==> config.mk <==
export PLATFORM = sky130hd
export DESIGN_NAME = nddi_ram
export DESIGN_NICKNAME = d
export VERILOG_FILES = /design/src/hw/rtl/nddi_ram.sv
export SDC_FILE = /design/constraint.sdc
export NUM_CORES = 1
export LEC_CHECK = 0
export BUFFER_PORTS_ARGS = -buffer_cell sky130_fd_sc_hd__buf_2
export CORE_MARGIN = 4
export CORE_UTILIZATION = 35
export DETAILED_ROUTE_END_ITERATION = 6
export GPL_TIMING_DRIVEN = 0
export PLACE_DENSITY_LB_ADDON = 0.1
export SLEW_MARGIN = 20
export SYNTH_ARGS = -nofsm -noshare
export SYNTH_HDL_FRONTEND = slang
export SYNTH_SLANG_ARGS = --single-unit
==> constraint.sdc <==
create_clock -name i_clk -period 4.6 [get_ports i_clk]
set_input_delay 0.46 -clock i_clk [delete_from_list [all_inputs] [get_ports i_clk]]
set_output_delay 0.46 -clock i_clk [all_outputs]
set_load 0.1 [all_outputs]
==> src/hw/rtl/nddi_ram.sv <==
// ----------------------------------------------------------------------------
// Generic RAM
// One write port, one read port with registered read data.
// ----------------------------------------------------------------------------
module nddi_ram #(
    parameter int WIDTH = 32,
    parameter int DEPTH = 16
) (
    input  logic                     i_clk,
    input  logic                     i_we,
    input  logic [$clog2(DEPTH)-1:0] i_waddr,
    input  logic [WIDTH-1:0]         i_wdata,
    input  logic [$clog2(DEPTH)-1:0] i_raddr,
    output logic [WIDTH-1:0]         o_rdata
);

    logic [WIDTH-1:0] r_mem [DEPTH];
    logic [WIDTH-1:0] r_rdata;

    always_ff @(posedge i_clk) begin
        if (i_we) begin
            r_mem[i_waddr] <= i_wdata;
        end
        r_rdata <= r_mem[i_raddr];
    end

    assign o_rdata = r_rdata;

endmodule

### Word level (Yosys, flattened, before mapping)

Memory sizes are Yosys's and may differ from the RTL's. A register that Yosys moved wholly into a read port is not among the register bits.
Index checks and enable logic that the tools add are counted.

* register bits: 0
* memory bits (writable): 512
* bits of input ports: 42
* word-level logic and storage cells: 3
* memories kept: 1

Memories
* r_mem: depth 16, width 32, rd ports 1, clocked after memory_dff 1, write ports 1, line 17 `logic [WIDTH-1:0] r_mem [DEPTH];`

* multiplexer cells: 2

Operators with widths (number)
* $mux 1: 2

### Depth between registers and ports, before layout

* word-level depth: 2
* gate-level depth with buffers: 5

### Least setup slack after synthesis

No wires, ideal clock.

* kind: input -> register
* start: input port i_waddr[2]
* end: memory r_mem[0][0] (enable)
* arrival time: 3.178 ns
* required time: 4.139 ns
* setup slack: 0.960 ns
* stages on the path: 2
* cell sequence: or3b_2 nor3_1

RTL lines
* start: declaration: line 11 `input logic [$clog2(DEPTH)-1:0] i_waddr,`
* end: declaration: line 17

Straight into the memory's write port.

### Worst setup path after layout

* start: input port i_waddr[2]
* end: memory r_mem[0][4] (enable)

Straight into the memory's write port.

==> impl_results.md <==
* Synth Area in Adders at 0
* Remaining DRCs at 0
* FMAX at 507 MHz
* Die W at 246 um
* CP endpoint: r_mem[0][4]
* Top-Level Pins at 74
* Critical Path Fanout Max at 8
* Tot Pwr at 11.0 mW
* Max incr delay on CP at 0.59 ns
* Total number of vias at 9145
* Simple-Gate Fraction of Synth Area at 0.0127
* Overall routing resource usage at 0.160
* Sequential fraction of the synthesis area at 0.807
* GRT Residual Overflow at 0
* Hold Buf Count CTS at 0
* Clock Skew at 0.0126 ns
* Flop-to-flop setup slack at 3.12 ns
* Share of cells above drive strength 1 at 0.340
* Sequence of cells on the critical path: buf_2, or3b_2, nor3_2, buf_4, buf_4
* Synth area leaders: edfxtp_1, mux4_2, dfxtp_1, a22oi_1, nand2_1
* Syn Area/Cell at 23.7 um^2
* Initial DRC count at 788
* Top cell by count, worst path: buf_4
* Synth-to-layout area growth at 20.5%
* Status: completed
* Core area at 56300 um^2
* Setup TNS Final at 0 ns
* Drt total wl at 47700 um
* HP Start: i_wdata[14]
* Worst reg2reg path depth at 3
* Vias in the first global route at 9718
* Post-synth EDFFs at 512
* Reg2Reg Launch Point: r_mem[11][17]
* Hold Vio Cnt, Final at 0
* Count of final max-slew check failures at 0
* Total die area at 60600 um^2
* Syn Std Cell Area at 19900 um^2
* Fin crit period at 1.97 ns
* Crit path required time at 4.91 ns
* Post-CTS Repair Setup Buffers at 0
* Post-cts sizing count at 0
* Routability Congestion at 0.669
* Leakage dissipation at 7.69 nW
* CTS tree: done
* RSZ-0062 raised after global routing: false
* CTS Buffer Depth at 3
* Final period util at 0.429
* Fin cells at 1815
* CTS root buffer: clkbuf_16
* Fin nets at 1054
* Largest net degree at the start of global routing at 18
* # diodes at 0
* Multiplexer area fraction after synthesis at 0.145
* Detailed-router iteration count before antenna repair at 5
* Combinational family with the most area after synthesis: multiplexers
* Synthesized net count at 880
* Slew @ Worst Pin at 1.07 ns
* IO Port Bufs at 71
* Worst skew pair latency at 0.60 ns
* Via/cell ratio at 5.04
* Synth unique cells at 18
* H-Tree Depth at 2
* Worst setup SP type: input pin
* Initial core utilization at 0.353
* Relative slew slack at 0.284
* Final instance area at 23900 um^2
* Clock sink count at 544
* Synth Flop Type: edfxtp_1
* TritonCTS buffer count at 57
* First-pass GRT wire length at 69300 um
* CP Capture Type: flip-flop
* Post-Syn Instances at 838
* Die H at 246 um
* Kind of critical path: in -> reg
* Max-capacitance violation count at 0
* Xor/xnor cell area share of the yosys netlist at 0
* Maximum vdd drop at 0.000266 V
* Worst slack, placed at 1.96 ns
* Flip-flop and latch count after synthesis at 544
* FF-to-FF End: o_rdata[17]
* Count of final setup violators at 0
* Dpl cell area at 22000 um^2
* Worst setup margin at 2.63 ns
* Slowest CP cell: nor3_2
* HPWL after DPL at 30400 um
* Synth top area share at 0.774
* Clock-pin slew on the worst setup and hold paths at 0.06 ns
* Synth Area in Compound Gates at 0.0242
* Ys async rst share at 0
* Antenna violations before repair at 1
* Row Count at 87
* WL/cell at 26.3 um
* Hold crit path type: in -> reg
* Antenna Nets Post-Route at 0
* Yosys Warn Count at 0
* Total power per unit cell area at 458 nW/um^2
* CP startpoint: i_waddr[2]
* Inst Count DP at 1709
* Worst Path Arrival at 2.29 ns
* Cell accounting for the most synthesized area: edfxtp_1
==> where the power goes <==
| group | total (mW) | switching, mW | internal, mW |
|---|---|---|---|
| logic | 0.771 | 0.551 | 0.219 |
| clock network | 4.62 | 1.86 | 2.76 |
| registers | 5.57 | 0.0260 | 5.54 |
| total | 11.0 | 2.44 | 8.52 |
==> Yosys cell counts, drive strengths merged, types with 2 or more instances <==
master / instances
a22oi: 64
buf: 26
clkbuf: 17
dfxtp: 32
edfxtp: 512
mux4: 128
nand2: 33
nand2b: 2
nand3b: 2
nor2: 13
nor2b: 2
nor3: 4
==> state kept, by name (all words and copies together) (netlist names) <==
name	flops
r_mem	512
o_rdata	32
==> kinds of logic (layout without fill, tap and decap cells) <==
group	after synthesis	in the layout
multiplexers	128	128
flip-flops	544	544
buffers and inverters	43	264
AO/OA/AOI/OAI	64	64
AND/OR/NAND/NOR	59	59
==> per-stage QoR <==
step / util / hold WS [ns]
2_1_floorplan: - / 0.559
3_3_place_gp: 0.376 / 0.654
3_5_place_dp: 0.392 / 0.655
4_1_cts: 0.425 / 0.192
5_1_grt: 0.425 / 0.213
6_report: 0.425 / 0.233
==> worst min-delay path by stage <==
stage | end | slack, ns | depth (start not counted)
6_report | r_mem[3][14] | 0.23 | 1
5_1_grt | r_mem[0][10] | 0.21 | 1
4_1_cts | r_mem[10][13] | 0.19 | 1
3_5_place_dp | o_rdata[5] | 0.66 | 3
3_3_place_gp | o_rdata[5] | 0.65 | 3
2_1_floorplan | r_mem[0][0] | 0.56 | 0
==> worst max-delay path: cells and delay by family <==
| family | cells | cell delay, ns |
|---|---|---|
| buf+inv | 3 | 0.63 |
| simple gates | 2 | 1.17 |
==> metal layers <==
metal / track usage / up-vias / wire length [um]
met4: 0.0327 / 2 / 763
met1: 0.236 / 4937 / 22000
met5: 0 / - / 9
li1: - / 3922 / -
met2: 0.248 / 221 / 22200
met3: 0.0332 / 63 / 2680
==> cell usage in the layout (no fill, tap or decap), drive strengths merged <==
| cell | netlist | layout |
|---|---|---|
| a22oi | 64 | 64 |
| and2 | 1 | 1 |
| buf | 26 | 141 |
| bufinv | 0 | 7 |
| clkbuf | 17 | 97 |
| clkinv | 0 | 15 |
| clkinvlp | 0 | 2 |
| dfxtp | 32 | 32 |
| edfxtp | 512 | 512 |
| inv | 0 | 2 |
| mux4 | 128 | 128 |
| nand2 | 33 | 33 |
| nand2b | 2 | 2 |
| nand3 | 1 | 1 |
| nand3b | 2 | 2 |
| nor2 | 13 | 13 |
| nor2b | 2 | 2 |
| nor3 | 4 | 4 |
| or3b | 1 | 1 |
==> layout make-up <==
cell class	instances	area (um^2)
fillers	4905	32400
flip-flops and latches	544	16000
multi-input cells	251	3730
clock buffers	80	1560
repair buffers	115	1130
well taps	756	946
clock inverters	26	315
plain buffers	43	223
No activity file was read; power rests on OpenSTA's default activity.
